### config.mk
export PLATFORM = sky130hd
export DESIGN_NAME = bounded_deque_with_replace
export DESIGN_NICKNAME = d
export VERILOG_FILES = /design/src/bdq_pkg.sv /design/src/bdq_ctrl.sv /design/src/bdq_dpath.sv /design/src/bounded_deque_with_replace.sv
export SDC_FILE = /design/constraint.sdc
export NUM_CORES = 1
export LEC_CHECK = 0
export ABC_AREA = 0
export BUFFER_PORTS_ARGS = -buffer_cell sky130_fd_sc_hd__buf_2
export CORE_ASPECT_RATIO = 1.1
export CORE_MARGIN = 2
export CORE_UTILIZATION = 67
export CTS_BUF_LIST = sky130_fd_sc_hd__clkbuf_8 sky130_fd_sc_hd__clkbuf_16
export CTS_CLUSTER_SIZE = 16
export DETAILED_ROUTE_END_ITERATION = 16
export PLACE_DENSITY = 0.85
export SLEW_MARGIN = 20
export SYNTH_ARGS = -nofsm -noshare
export SYNTH_HDL_FRONTEND = slang
export SYNTH_SLANG_ARGS = --single-unit
### constraint.sdc
create_clock -name i_clk -period 11.6 [get_ports i_clk]
set_input_delay 2.32 -clock i_clk [delete_from_list [all_inputs] [get_ports i_clk]]
set_output_delay 2.32 -clock i_clk [all_outputs]
set_load 0.05 [all_outputs]
### src/bdq_pkg.sv
`timescale 1ns / 1ps
// ----------------------------------------------------------------------------
// bdq_pkg: shared constants and types for the bounded deque
// Sizes, command and status codes, controller/datapath interface structs,
// and the ring slot helper.
// ----------------------------------------------------------------------------
package bdq_pkg;

    // Ring geometry
    localparam int DEPTH  = 32;
    localparam int IDX_W  = $clog2(DEPTH);
    localparam int CNT_W  = $clog2(DEPTH + 1);
    localparam int WORD_W = 32;

    // Command codes
    localparam logic [2:0] CMD_PUSH_FRONT = 3'd0;
    localparam logic [2:0] CMD_PUSH_BACK  = 3'd1;
    localparam logic [2:0] CMD_POP_FRONT  = 3'd2;
    localparam logic [2:0] CMD_POP_BACK   = 3'd3;
    localparam logic [2:0] CMD_REPLACE    = 3'd4;
    localparam logic [2:0] CMD_LIST       = 3'd5;

    // Result status codes
    localparam logic [1:0] ST_OK       = 2'd0;
    localparam logic [1:0] ST_EMPTY    = 2'd1;
    localparam logic [1:0] ST_FULL     = 2'd2;
    localparam logic [1:0] ST_NOTFOUND = 2'd3;

    // Read address select
    localparam logic [1:0] RD_FRONT = 2'd0;
    localparam logic [1:0] RD_BACK  = 2'd1;
    localparam logic [1:0] RD_NEXT  = 2'd2;

    // Write address select
    localparam logic [1:0] WR_FRONT = 2'd0;
    localparam logic [1:0] WR_BACK  = 2'd1;
    localparam logic [1:0] WR_CUR   = 2'd2;

    // Pointer update
    localparam logic [2:0] PTR_NONE   = 3'd0;
    localparam logic [2:0] PTR_PUSH_F = 3'd1;
    localparam logic [2:0] PTR_PUSH_B = 3'd2;
    localparam logic [2:0] PTR_POP_F  = 3'd3;
    localparam logic [2:0] PTR_POP_B  = 3'd4;

    // Controller -> datapath
    typedef struct packed {
        logic       load_in;
        logic       rd_en;
        logic [1:0] rd_sel;
        logic       wr_en;
        logic [1:0] wr_sel;
        logic [2:0] ptr_op;
        logic       idx_clr;
        logic       idx_inc;
        logic       emit;
        logic       emit_rd;
        logic [1:0] emit_status;
        logic       emit_last;
    } t_dp_cmd;

    // Datapath -> controller
    typedef struct packed {
        logic [2:0] cmd;
        logic       empty;
        logic       full;
        logic       match;
        logic       walk_last;
        logic       out_free;
    } t_dp_stat;

    // Slot of an offset from the front; front < DEPTH and offset <= DEPTH
    function automatic logic [IDX_W-1:0] slot_of(input logic [IDX_W-1:0] front,
                                                  input logic [CNT_W-1:0] offset);
        logic [CNT_W:0] sum;
        sum = {{(CNT_W + 1 - IDX_W){1'b0}}, front} + {1'b0, offset};
        if (sum >= (CNT_W + 1)'(DEPTH)) begin
            sum = sum - (CNT_W + 1)'(DEPTH);
        end
        return sum[IDX_W-1:0];
    endfunction

endpackage

### src/bdq_ctrl.sv
`timescale 1ns / 1ps
// ----------------------------------------------------------------------------
// bdq_ctrl: command sequencer
// Takes one command word at a time, dispatches it, and steps the datapath
// through pops and through the entry walk used by replace and list.
// ----------------------------------------------------------------------------
module bdq_ctrl
    import bdq_pkg::*;
(
    input  logic     i_clk,
    input  logic     i_rst_n,
    input  logic     i_in_valid,
    output logic     o_in_ready,
    input  t_dp_stat i_stat,
    output t_dp_cmd  o_cmd
);

    localparam logic [1:0] S_IDLE = 2'd0;
    localparam logic [1:0] S_DISP = 2'd1;
    localparam logic [1:0] S_POP  = 2'd2;
    localparam logic [1:0] S_WALK = 2'd3;

    logic [1:0] r_state;
    logic [1:0] n_state;

    // State register
    always_ff @(posedge i_clk) begin
        if (!i_rst_n) begin
            r_state <= S_IDLE;
        end else begin
            r_state <= n_state;
        end
    end

    // Next state and datapath commands
    always_comb begin
        n_state    = r_state;
        o_in_ready = 1'b0;
        o_cmd      = '0;
        o_cmd.emit_last = 1'b1;

        unique case (r_state)
            S_IDLE: begin
                o_in_ready = 1'b1;
                if (i_in_valid) begin
                    o_cmd.load_in = 1'b1;
                    n_state       = S_DISP;
                end
            end

            S_DISP: begin
                unique case (i_stat.cmd)
                    CMD_PUSH_FRONT, CMD_PUSH_BACK: begin
                        if (i_stat.out_free) begin
                            o_cmd.emit = 1'b1;
                            if (i_stat.full) begin
                                o_cmd.emit_status = ST_FULL;
                            end else begin
                                o_cmd.emit_status = ST_OK;
                                o_cmd.wr_en       = 1'b1;
                                if (i_stat.cmd == CMD_PUSH_FRONT) begin
                                    o_cmd.wr_sel = WR_FRONT;
                                    o_cmd.ptr_op = PTR_PUSH_F;
                                end else begin
                                    o_cmd.wr_sel = WR_BACK;
                                    o_cmd.ptr_op = PTR_PUSH_B;
                                end
                            end
                            n_state = S_IDLE;
                        end
                    end
                    CMD_POP_FRONT, CMD_POP_BACK: begin
                        if (i_stat.empty) begin
                            if (i_stat.out_free) begin
                                o_cmd.emit        = 1'b1;
                                o_cmd.emit_status = ST_EMPTY;
                                n_state           = S_IDLE;
                            end
                        end else begin
                            o_cmd.rd_en  = 1'b1;
                            o_cmd.rd_sel = (i_stat.cmd == CMD_POP_FRONT) ? RD_FRONT : RD_BACK;
                            n_state      = S_POP;
                        end
                    end
                    CMD_REPLACE, CMD_LIST: begin
                        if (i_stat.empty) begin
                            if (i_stat.out_free) begin
                                o_cmd.emit        = 1'b1;
                                o_cmd.emit_status = (i_stat.cmd == CMD_REPLACE) ?
                                                    ST_NOTFOUND : ST_EMPTY;
                                n_state           = S_IDLE;
                            end
                        end else begin
                            o_cmd.rd_en   = 1'b1;
                            o_cmd.rd_sel  = RD_FRONT;
                            o_cmd.idx_clr = 1'b1;
                            n_state       = S_WALK;
                        end
                    end
                    default: begin
                        // unused codes: no result
                        n_state = S_IDLE;
                    end
                endcase
            end

            S_POP: begin
                if (i_stat.out_free) begin
                    o_cmd.emit        = 1'b1;
                    o_cmd.emit_rd     = 1'b1;
                    o_cmd.emit_status = ST_OK;
                    o_cmd.ptr_op      = (i_stat.cmd == CMD_POP_FRONT) ? PTR_POP_F : PTR_POP_B;
                    n_state           = S_IDLE;
                end
            end

            S_WALK: begin
                if (i_stat.cmd == CMD_REPLACE) begin
                    priority if (i_stat.match) begin
                        if (i_stat.out_free) begin
                            o_cmd.wr_en       = 1'b1;
                            o_cmd.wr_sel      = WR_CUR;
                            o_cmd.emit        = 1'b1;
                            o_cmd.emit_status = ST_OK;
                            n_state           = S_IDLE;
                        end
                    end else if (i_stat.walk_last) begin
                        if (i_stat.out_free) begin
                            o_cmd.emit        = 1'b1;
                            o_cmd.emit_status = ST_NOTFOUND;
                            n_state           = S_IDLE;
                        end
                    end else begin
                        o_cmd.idx_inc = 1'b1;
                        o_cmd.rd_en   = 1'b1;
                        o_cmd.rd_sel  = RD_NEXT;
                    end
                end else begin
                    // list: one word per entry, as the output frees up
                    if (i_stat.out_free) begin
                        o_cmd.emit        = 1'b1;
                        o_cmd.emit_rd     = 1'b1;
                        o_cmd.emit_status = ST_OK;
                        o_cmd.emit_last   = i_stat.walk_last;
                        if (i_stat.walk_last) begin
                            n_state = S_IDLE;
                        end else begin
                            o_cmd.idx_inc = 1'b1;
                            o_cmd.rd_en   = 1'b1;
                            o_cmd.rd_sel  = RD_NEXT;
                        end
                    end
                end
            end

            default: begin
                n_state = S_IDLE;
            end
        endcase
    end

endmodule

### src/bdq_dpath.sv
`timescale 1ns / 1ps
// ----------------------------------------------------------------------------
// bdq_dpath: deque datapath
// Entry ring memory with registered read, front index, entry count, walk
// index, latched command word and the result output register.
// ----------------------------------------------------------------------------
module bdq_dpath
    import bdq_pkg::*;
(
    input  logic                     i_clk,
    input  logic                     i_rst_n,
    input  logic [2:0]               i_cmd,
    input  logic signed [WORD_W-1:0] i_value,
    input  logic signed [WORD_W-1:0] i_new_value,
    input  logic                     i_out_ready,
    output logic                     o_out_valid,
    output logic signed [WORD_W-1:0] o_data,
    output logic [1:0]               o_status,
    output logic                     o_last,
    input  t_dp_cmd                  i_ctl,
    output t_dp_stat                 o_stat
);

    logic signed [WORD_W-1:0] r_mem [DEPTH];
    logic signed [WORD_W-1:0] r_rd_data;

    logic [2:0]               r_cmd;
    logic signed [WORD_W-1:0] r_value;
    logic signed [WORD_W-1:0] r_new_value;

    logic [IDX_W-1:0] r_front;
    logic [IDX_W-1:0] n_front;
    logic [CNT_W-1:0] r_count;
    logic [CNT_W-1:0] n_count;
    logic [CNT_W-1:0] r_idx;
    logic [CNT_W-1:0] idx_next;

    logic [IDX_W-1:0] front_dec;
    logic [IDX_W-1:0] front_inc;
    logic [IDX_W-1:0] rd_addr;
    logic [IDX_W-1:0] wr_addr;
    logic signed [WORD_W-1:0] wr_data;

    logic                     r_out_valid;
    logic signed [WORD_W-1:0] r_out_data;
    logic [1:0]               r_out_status;
    logic                     r_out_last;
    logic                     out_free;

    // Latch the command word
    always_ff @(posedge i_clk) begin
        if (i_ctl.load_in) begin
            r_cmd       <= i_cmd;
            r_value     <= i_value;
            r_new_value <= i_new_value;
        end
    end

    // Address arithmetic
    assign idx_next  = CNT_W'(r_idx + 1'b1);
    assign front_dec = (r_front == '0) ? IDX_W'(DEPTH - 1) : IDX_W'(r_front - 1'b1);
    assign front_inc = slot_of(r_front, CNT_W'(1));

    always_comb begin
        unique case (i_ctl.rd_sel)
            RD_FRONT: rd_addr = r_front;
            RD_BACK:  rd_addr = slot_of(r_front, CNT_W'(r_count - 1'b1));
            RD_NEXT:  rd_addr = slot_of(r_front, idx_next);
            default:  rd_addr = r_front;
        endcase
    end

    always_comb begin
        unique case (i_ctl.wr_sel)
            WR_FRONT: wr_addr = front_dec;
            WR_BACK:  wr_addr = slot_of(r_front, r_count);
            WR_CUR:   wr_addr = slot_of(r_front, r_idx);
            default:  wr_addr = front_dec;
        endcase
    end

    assign wr_data = (i_ctl.wr_sel == WR_CUR) ? r_new_value : r_value;

    // Entry memory
    always_ff @(posedge i_clk) begin
        if (i_ctl.wr_en) begin
            r_mem[wr_addr] <= wr_data;
        end
    end

    always_ff @(posedge i_clk) begin
        if (i_ctl.rd_en) begin
            r_rd_data <= r_mem[rd_addr];
        end
    end

    // Front index and count
    always_comb begin
        n_front = r_front;
        n_count = r_count;
        unique case (i_ctl.ptr_op)
            PTR_PUSH_F: begin
                n_front = front_dec;
                n_count = CNT_W'(r_count + 1'b1);
            end
            PTR_PUSH_B: n_count = CNT_W'(r_count + 1'b1);
            PTR_POP_F: begin
                n_front = front_inc;
                n_count = CNT_W'(r_count - 1'b1);
            end
            PTR_POP_B:  n_count = CNT_W'(r_count - 1'b1);
            default: ;
        endcase
    end

    always_ff @(posedge i_clk) begin
        if (!i_rst_n) begin
            r_front <= '0;
            r_count <= '0;
        end else begin
            r_front <= n_front;
            r_count <= n_count;
        end
    end

    // Walk index
    always_ff @(posedge i_clk) begin
        if (i_ctl.idx_clr) begin
            r_idx <= '0;
        end else if (i_ctl.idx_inc) begin
            r_idx <= idx_next;
        end
    end

    // Output register
    assign out_free = !r_out_valid || i_out_ready;

    always_ff @(posedge i_clk) begin
        if (!i_rst_n) begin
            r_out_valid <= 1'b0;
        end else if (i_ctl.emit) begin
            r_out_valid <= 1'b1;
        end else if (i_out_ready) begin
            r_out_valid <= 1'b0;
        end
    end

    always_ff @(posedge i_clk) begin
        if (i_ctl.emit) begin
            r_out_data   <= i_ctl.emit_rd ? r_rd_data : '0;
            r_out_status <= i_ctl.emit_status;
            r_out_last   <= i_ctl.emit_last;
        end
    end

    assign o_out_valid = r_out_valid;
    assign o_data      = r_out_data;
    assign o_status    = r_out_status;
    assign o_last      = r_out_last;

    // Status to controller
    assign o_stat.cmd       = r_cmd;
    assign o_stat.empty     = (r_count == '0);
    assign o_stat.full      = (r_count >= CNT_W'(DEPTH));
    assign o_stat.match     = (r_rd_data == r_value);
    assign o_stat.walk_last = (idx_next == r_count);
    assign o_stat.out_free  = out_free;

endmodule

### src/bounded_deque_with_replace.sv
`timescale 1ns / 1ps
// ----------------------------------------------------------------------------
// bounded_deque_with_replace: bounded deque of signed 32-bit words
// Push/pop at either end, replace first match, list all entries.
// ----------------------------------------------------------------------------
// One command word is taken at a time; o_in_ready is high only while the
// sequencer is idle. Push writes the ring and answers from the dispatch
// state. Pop goes through an extra state for the registered memory read.
// Replace walks the ring from the front, reading one ring entry per cycle
// through the single memory read port, and stops at the first match or
// after the last entry. List returns one result word per entry, one result
// word per cycle when the consumer keeps up. A full ring drops the pushed
// word and answers with status full; the result register lets the next
// command be taken while a result word waits to be read.
// ----------------------------------------------------------------------------
module bounded_deque_with_replace
    import bdq_pkg::*;
(
    input  logic                     i_clk,
    input  logic                     i_rst_n,
    input  logic                     i_in_valid,
    output logic                     o_in_ready,
    input  logic [2:0]               i_cmd,
    input  logic signed [WORD_W-1:0] i_value,
    input  logic signed [WORD_W-1:0] i_new_value,
    output logic                     o_out_valid,
    input  logic                     i_out_ready,
    output logic signed [WORD_W-1:0] o_data,
    output logic [1:0]               o_status,
    output logic                     o_last
);

    t_dp_cmd  dp_cmd;
    t_dp_stat dp_stat;

    // Sequencer
    bdq_ctrl u_ctrl (
        .i_clk      (i_clk),
        .i_rst_n    (i_rst_n),
        .i_in_valid (i_in_valid),
        .o_in_ready (o_in_ready),
        .i_stat     (dp_stat),
        .o_cmd      (dp_cmd)
    );

    // Storage and result path
    bdq_dpath u_dpath (
        .i_clk       (i_clk),
        .i_rst_n     (i_rst_n),
        .i_cmd       (i_cmd),
        .i_value     (i_value),
        .i_new_value (i_new_value),
        .i_out_ready (i_out_ready),
        .o_out_valid (o_out_valid),
        .o_data      (o_data),
        .o_status    (o_status),
        .o_last      (o_last),
        .i_ctl       (dp_cmd),
        .o_stat      (dp_stat)
    );

endmodule

Yosys cells after proc, flatten, opt, wreduce, memory -nomap -nowiden
Memory sizes are Yosys's and may differ from the RTL's. A register that Yosys moved wholly into a read port is not among the register bits.
Index checks and enable logic that the tools add are counted.
Storage, ports and cells
  input bits: 71
  RAM bits: 1024
  register bits: 122
  memories: 1
  output and inout port bits: 37
  logic and storage cells: 151
Memories
  u_dpath.r_mem: words 32, bits a word 32, read ports 1, clocked after Yosys merged registers in 1, wr ports 1, RTL line bdq_dpath.sv:24  | logic signed [WORD_W-1:0] r_mem [DEPTH];
Operators by class
  reductions and logical operators: 17
  $lt $le $gt $ge: 6
  multiplexer cells: 78
  add/sub/neg operators: 14
  bitwise operators: 2
  equality and inequality tests: 22
Operators by type and width (number)
  2-bit two-way mux: 20
  3-bit two-way mux: 11
  32-bit equality test: 1
  32-bit two-way mux: 1
  5-bit two-way mux: 6
  5-bit one-hot mux with 2 select lines: 3
  5-bit by 1-bit subtractor with 5-bit output (second input constant): 6
  5-bit by 6-bit adder with 7-bit output: 4
  7-bit by 6-bit greater-or-equal comparator with 1-bit output (second input constant): 4
  6-bit two-way mux: 4
  6-bit one-hot mux with 2 select lines: 2
  1-bit two-way mux: 20
  2-bit one-hot mux with 3 select lines: 3
  6-bit by 1-bit adder with 6-bit output (second input constant): 2
  3-bit by 2-bit equality test with 1-bit output (second input constant): 4
  6-bit greater-or-equal comparator (second input constant): 2
  3-bit one-hot mux with 2 select lines: 2
  2-bit OR reduction: 5
  3-bit equality test (second input constant): 3
  2-bit equality test (second input constant): 4
  4-bit two-way mux: 2
  2-bit one-hot mux with 4 select lines: 1
  5-bit by 1-bit adder with 6-bit output (second input constant): 1
  2-bit by 1-bit equality test with 1-bit output (second input constant): 3
  19 further kinds: 25

Longest topological paths before layout
  depth after elaboration: 9
  mapped depth: 19
  depth with buffers taken out: 16

By module
Synthesis repeated with hierarchy kept, for this count alone.
Second synthesis, totals
  cells, all modules: 3038
  area, all modules: 48397.7 um^2
By module, submodules not included
  bdq_dpath: seq. area each 35133.7 um^2, area an instance 47828.4 um^2, cells an instance 2963, instances 1
  bdq_ctrl: seq. area each 40.0 um^2, area an instance 569.3 um^2, cells an instance 75, instances 1

Worst setup path after synthesis
OpenSTA, ideal clock, no wires.
  path type: input -> register
  start: in i_out_ready
  end: mem u_dpath.r_mem[25][0], enable pin
  library setup time: 0.461 ns
  buffers on the path: 3
  cell stages on the path: 18
  arrival time: 8.077 ns
  slack: 3.062 ns
  required time: 11.139 ns
  path through: nand2b_1 -> clkbuf_1 -> nand2_1 -> nor4_1 -> ha_1 -> clkbuf_1 -> clkbuf_1 -> nand2_1 -> o21ai_0 -> ha_1 -> inv_1 -> fa_1 -> nor2b_1 -> o21a_1 -> nor3_1 -> o311ai_0 -> nand3_1 -> nor3_1
Between the ends
  word-level cells in the longest chain between the ends: 7
  elaborated cells on any way between the ends: 12
  classes of those cells: eq/ne (2); mux (9); reduce/logical (1)
Ends and longest elaborated chain
  start: declaration: RTL line bounded_deque_with_replace.sv:27  | input logic i_out_ready,
  1-bit logical OR *: RTL line bdq_dpath.sv:136  | assign out_free = !r_out_valid || i_out_ready;
  3-bit two-way mux: RTL line bdq_ctrl.sv:120  | if (i_stat.out_free) begin
  3-bit two-way mux: RTL line bdq_ctrl.sv:119  | priority if (i_stat.match) begin
  3-bit two-way mux: RTL line bdq_ctrl.sv:118  | if (i_stat.cmd == CMD_REPLACE) begin
  6-bit one-hot mux with 2 select lines *: RTL line bdq_ctrl.sv:42  | unique case (r_state)
  2-bit equality test (tied with other cells): RTL line bdq_dpath.sv:74  | unique case (i_ctl.wr_sel)
  5-bit one-hot mux with 2 select lines / 1-bit two-way mux (equally long branches): RTL line bdq_dpath.sv:74, bdq_dpath.sv:87
  end: declaration: RTL line bdq_dpath.sv:24
Mark *: on every way between the ends. The rest lies on a longest branch, timed or not.

Final worst setup path
  start: in i_out_ready
  end: mem u_dpath.r_mem[17][18], enable pin
Same word-level chain as after synthesis.

==> PnR_summary.wiki <==
{| class="wikitable"
! Metric !! Value
|-
| Area of all sequential standard cells || 0.03517 sq mm
|-
| Maximum clock skew at final layout || 38.03 ps
|-
| Postcts setup bufs || 0
|-
| Worst setup path category || input pin to flip-flop
|-
| Leakage component of the power || 16.90 nW
|-
| RD Place Congestion || 0.9119
|-
| Setup-violating endpoint count in the final report || 0
|-
| Clock transition at the register clock pins on the worst setup and hold paths after CTS || 60 ps
|-
| Remaining design rule violation count || 0
|-
| Number of buffers added to fix hold violations after cts || 0
|-
| Layout overhead on the synthesized area || 11.66%
|-
| Wire length of the first global-routing pass || 179.3 mm
|-
| Number of buffers added by the clock tree synthesis step || 107
|-
| Multiplexer share of the synthesized area || 18.23%
|-
| Average instance area after synthesis || 21.94 sq um
|-
| Total I/O pin count || 108
|-
| Category of cells accounting for the largest share of critical-path delay || simple AND/OR/NAND/NOR gates
|-
| Portion of the post-synthesis area used by sequential elements || 75.38%
|-
| Total core area || 0.06900 sq mm
|-
| Number of vias after detailed routing || 24.38k
|-
| Mean number of vias per cell || 7.343
|-
| Delay contributed by the slowest stage of the critical path || 940 ps
|-
| I/O Buffers || 107
|-
| Count leader, synth || sky130_fd_sc_hd__edfxtp_1
|-
| Clock latency at the later pin of the worst-skew pair || 690 ps
|-
| Fraction of the mapped netlist area in compound gates || 1.223%
|-
| Max clock buf depth || 3
|-
| Area of the die || 0.07178 sq mm
|-
| Sort of element at the end of the critical path || flip-flop
|-
| Warnings, synthesis || 0
|-
| Largest family of logic cells by synthesized area || multiplexers
|-
| Detailed placement HPWL || 65.41 mm
|-
| Power density over cell area || 163.3 mW/mm^2
|-
| Critical path startpoint category || input pin
|-
| Top-area cell type share of the netlist area || 74.52%
|-
| TritonCTS sink count || 1178
|-
| Flop2flop setup slack || 3280 ps
|-
| Vertical die dimension || 280.8 um
|-
| Unrepaired setup endpoints after global routing || no
|-
| Critical path capture point || u_dpath.r_mem[17][18]
|-
| Gate Count Post-Synth || 2127
|-
| Share of synthesized registers carrying an async set or reset || 0%
|-
| Data arrival at the endpoint of the critical path || 8860 ps
|-
| Via count of the first global-routing pass || 24.54k
|-
| Start point of the critical path || i_out_ready
|-
| Average wire per standard cell || 37.96 um
|-
| Top post-synthesis cells by count || sky130_fd_sc_hd__edfxtp_1 (1158), sky130_fd_sc_hd__mux4_2 (288), sky130_fd_sc_hd__mux2_2 (167)
|-
| Post-synthesis share of cell area spent on and, or, nand and nor gates || 2.279%
|-
| Number of buffers and inverters on the critical path || 4
|-
| Post-Synth Adder-Cell Area || 0.6489%
|-
| Endpoint of the lowest-slack register-to-register path || u_dpath.r_mem[17][18]
|-
| Grt peak-use layer || met2
|-
| FF+latch count, synth || 1178
|-
| Cell Area, Synth || 0.04666 sq mm
|-
| Clock tree from TritonCTS || yes
|-
| Util after Layout || 75.52%
|-
| Dominant cells by area after synthesis || sky130_fd_sc_hd__edfxtp_1 (75%), sky130_fd_sc_hd__mux4_2 (14%), sky130_fd_sc_hd__mux2_2 (4.0%)
|-
| Length in cells of the worst reg-to-reg path || 18
|-
| Fillers || 3412
|-
| Largest net degree at the start of global routing || 169
|-
| Count of standard-cell rows || 101
|-
| Aggregate global-route resource usage || 35.95%
|-
| Multi-input combinational cell area || 0.01121 sq mm
|-
| Detailed router's first-iteration violation count || 4324
|-
| Startpoint of the lowest-slack register-to-register path || u_dpath.r_value[7]
|-
| Met1 Usage GRT || 45.31%
|-
| Sum of internal, switching and leakage power || 8.511 mW
|-
| Die W || 255.6 um
|-
| Slew at the pin with the worst max-slew slack || 1159 ps
|-
| Detailed-routing iteration count for the pre-antenna-repair pass || 8
|-
| Grt ovf || 0
|-
| Library cell occupying the most area in the post-synthesis netlist || sky130_fd_sc_hd__edfxtp_1
|-
| Net count after synthesis || 2221
|-
| M2 GR Usage || 57.74%
|-
| GRT met3 Usage || 10.05%
|-
| Worst-case vdd ir drop || 0.1277 mV
|-
| Final routed wirelength across all metal layers || 126.0 mm
|-
| Cell chain of the critical path || buf_2 -> nand2b_1 -> nand2_1 -> nor4_1 -> ha_2 -> buf_4 -> nand2_1 -> o21ai_0 -> ha_1 -> inv_1 -> fa_1 -> nor2b_1 -> o21a_1 -> nor3_1 -> o311ai_0 -> nand3_1 -> nor3_2 -> buf_4
|-
| Worst max-slew margin expressed relative to the limit || 22.03%
|-
| Net count, final || 2400
|-
| Path category of the worst min-delay check || flip-flop to flip-flop
|-
| Post-synthesis share of cell area spent on xor and xnor gates || 1.067%
|-
| Required time worst endpoint || 11910 ps
|-
| Result of the run || completed
|-
| Ratio of cells with drive above 1 in the final layout || 34.95%
|-
| Hold Violations, Final || 0
|-
| Number of antenna violations at the first check in global routing || 8
|-
| Post-cts repair resize count || 0
|-
| Highest clock frequency the design can meet || 117.0 MHz
|-
| Min Hold Slack || 532.3 ps
|-
| Number of enable flip-flop cells after synthesis || 1158
|-
| Distinct cell type count after synthesis || 64
|-
| # Max-Cap Violations || 0
|-
| Max H-tree Level || 3
|-
| Portion of the clock cycle consumed by the worst path in the final layout || 73.70%
|-
| Total negative slack for setup checks || 0 ps
|-
| WP depth || 18
|-
| Initial Utilization || 67.63%
|-
| Cell at the slowest stage of the critical path || sky130_fd_sc_hd__nor3_2
|-
| Number of antenna-violating nets in the routed design || 0
|-
| Final Slew Violations || 0
|-
| Critical path peak fanout || 35
|-
| Synth Flop Type || sky130_fd_sc_hd__edfxtp_1
|-
| Final period demand of the worst path || 8550 ps
|-
| CTS root buffer || sky130_fd_sc_hd__clkbuf_16
|}
worst min path at each step:
| stage | start | endpoint | slack [ps] | cells after the start |
|---|---|---|---|---|
| floorplan | u_dpath.r_idx[1] | u_dpath.r_idx[1] | 470 | 2 |
| global placement | u_dpath.r_idx[5] | u_dpath.r_idx[5] | 490 | 2 |
| detailed placement | u_dpath.r_idx[5] | u_dpath.r_idx[5] | 520 | 2 |
| CTS | u_dpath.r_idx[5] | u_dpath.r_idx[5] | 530 | 2 |
| global route | u_dpath.r_idx[5] | u_dpath.r_idx[5] | 550 | 2 |
| finish | u_dpath.r_idx[5] | u_dpath.r_idx[5] | 530 | 2 |
area by class of cell:
cell class                 instances  area share [%]
inverter                          14          0.1009
antenna                            1        0.004803
clock inverter                    84           1.203
clock buffer                     111           5.331
sequential                      1178           67.51
timing repair buffer             175           2.118
multi-input combinational        830           21.51
tap                              927           2.226
power by group:
group | internal [mW] | switching [mW] | leakage [nW]
combinational | 0.0856 | 0.205 | 4.59
sequential | 4.72 | 0.0286 | 10.6
clock | 1.91 | 1.56 | 1.73
total | 6.72 | 1.80 | 16.9
cells by family (layout without fill, tap and decap cells):
logic type,Yosys count,in the layout
compound gates,86,86
xor+xnor,56,56
fa+ha+maj,23,23
buf+inv,119,384
flops,1178,1178
mux,469,469
other cells,0,1
simple gates,196,196
metal layers:
metal | vias to the layer above | share of wire, %
met4 | 8 | 6.0
li1 | 9229 | -
met3 | 409 | 13
met5 | - | 0.042
met2 | 2199 | 49
met1 | 12535 | 32
through the flow:
| step | worst slack, ps | area (sq um) | instances |
|---|---|---|---|
| 3_3_place_gp | 3233 | 48650 | 3123 |
| 5_1_grt | 2820 | 52100 | 3319 |
| 6_report | 3050 | 52110 | 3320 |
| 2_1_floorplan | 3062 | 46660 | 2127 |
| 3_5_place_dp | 3083 | 48660 | 3123 |
| 4_1_cts | 3317 | 52060 | 3318 |
worst min-delay path, delay by kind of cell, from the launching register on:
family / cells / cell delay [ps]
AOI/OAI and AO/OA: 2 / 150
DFF: 1 / 330
state kept, by name, summed over array words and instances (netlist names), 3 cells and up:
register	cells
u_dpath.r_count	6
u_dpath.r_rd_data	32
u_dpath.r_mem	1024
u_dpath.r_value	32
u_dpath.r_cmd	3
u_dpath.r_front	5
u_dpath.r_new_value	32
u_dpath.o_data	32
u_dpath.r_idx	6
cell usage in the layout (no fill, tap or decap), types with 12 or more instances in the layout:
| cell | Yosys | final |
|---|---|---|
| sky130_fd_sc_hd__a21oi_1 | 22 | 21 |
| sky130_fd_sc_hd__ha_1 | 21 | 20 |
| sky130_fd_sc_hd__nand2_1 | 32 | 32 |
| sky130_fd_sc_hd__clkinv_1 | 1 | 26 |
| sky130_fd_sc_hd__o21ai_0 | 13 | 13 |
| sky130_fd_sc_hd__mux4_2 | 288 | 288 |
| sky130_fd_sc_hd__dfxtp_1 | 20 | 20 |
| sky130_fd_sc_hd__nand3_1 | 12 | 12 |
| sky130_fd_sc_hd__nor3_2 | 0 | 31 |
| sky130_fd_sc_hd__xor2_1 | 44 | 44 |
| sky130_fd_sc_hd__inv_1 | 13 | 29 |
| sky130_fd_sc_hd__clkinv_2 | 0 | 25 |
| sky130_fd_sc_hd__buf_4 | 1 | 64 |
| sky130_fd_sc_hd__buf_2 | 31 | 107 |
| sky130_fd_sc_hd__edfxtp_1 | 1158 | 1158 |
| sky130_fd_sc_hd__nor2_1 | 23 | 21 |
| sky130_fd_sc_hd__mux2_2 | 167 | 167 |
| sky130_fd_sc_hd__mux2i_1 | 14 | 12 |
| sky130_fd_sc_hd__and2_1 | 34 | 33 |
| sky130_fd_sc_hd__clkbuf_16 | 0 | 111 |
Power figures use the tool's default switching activity.
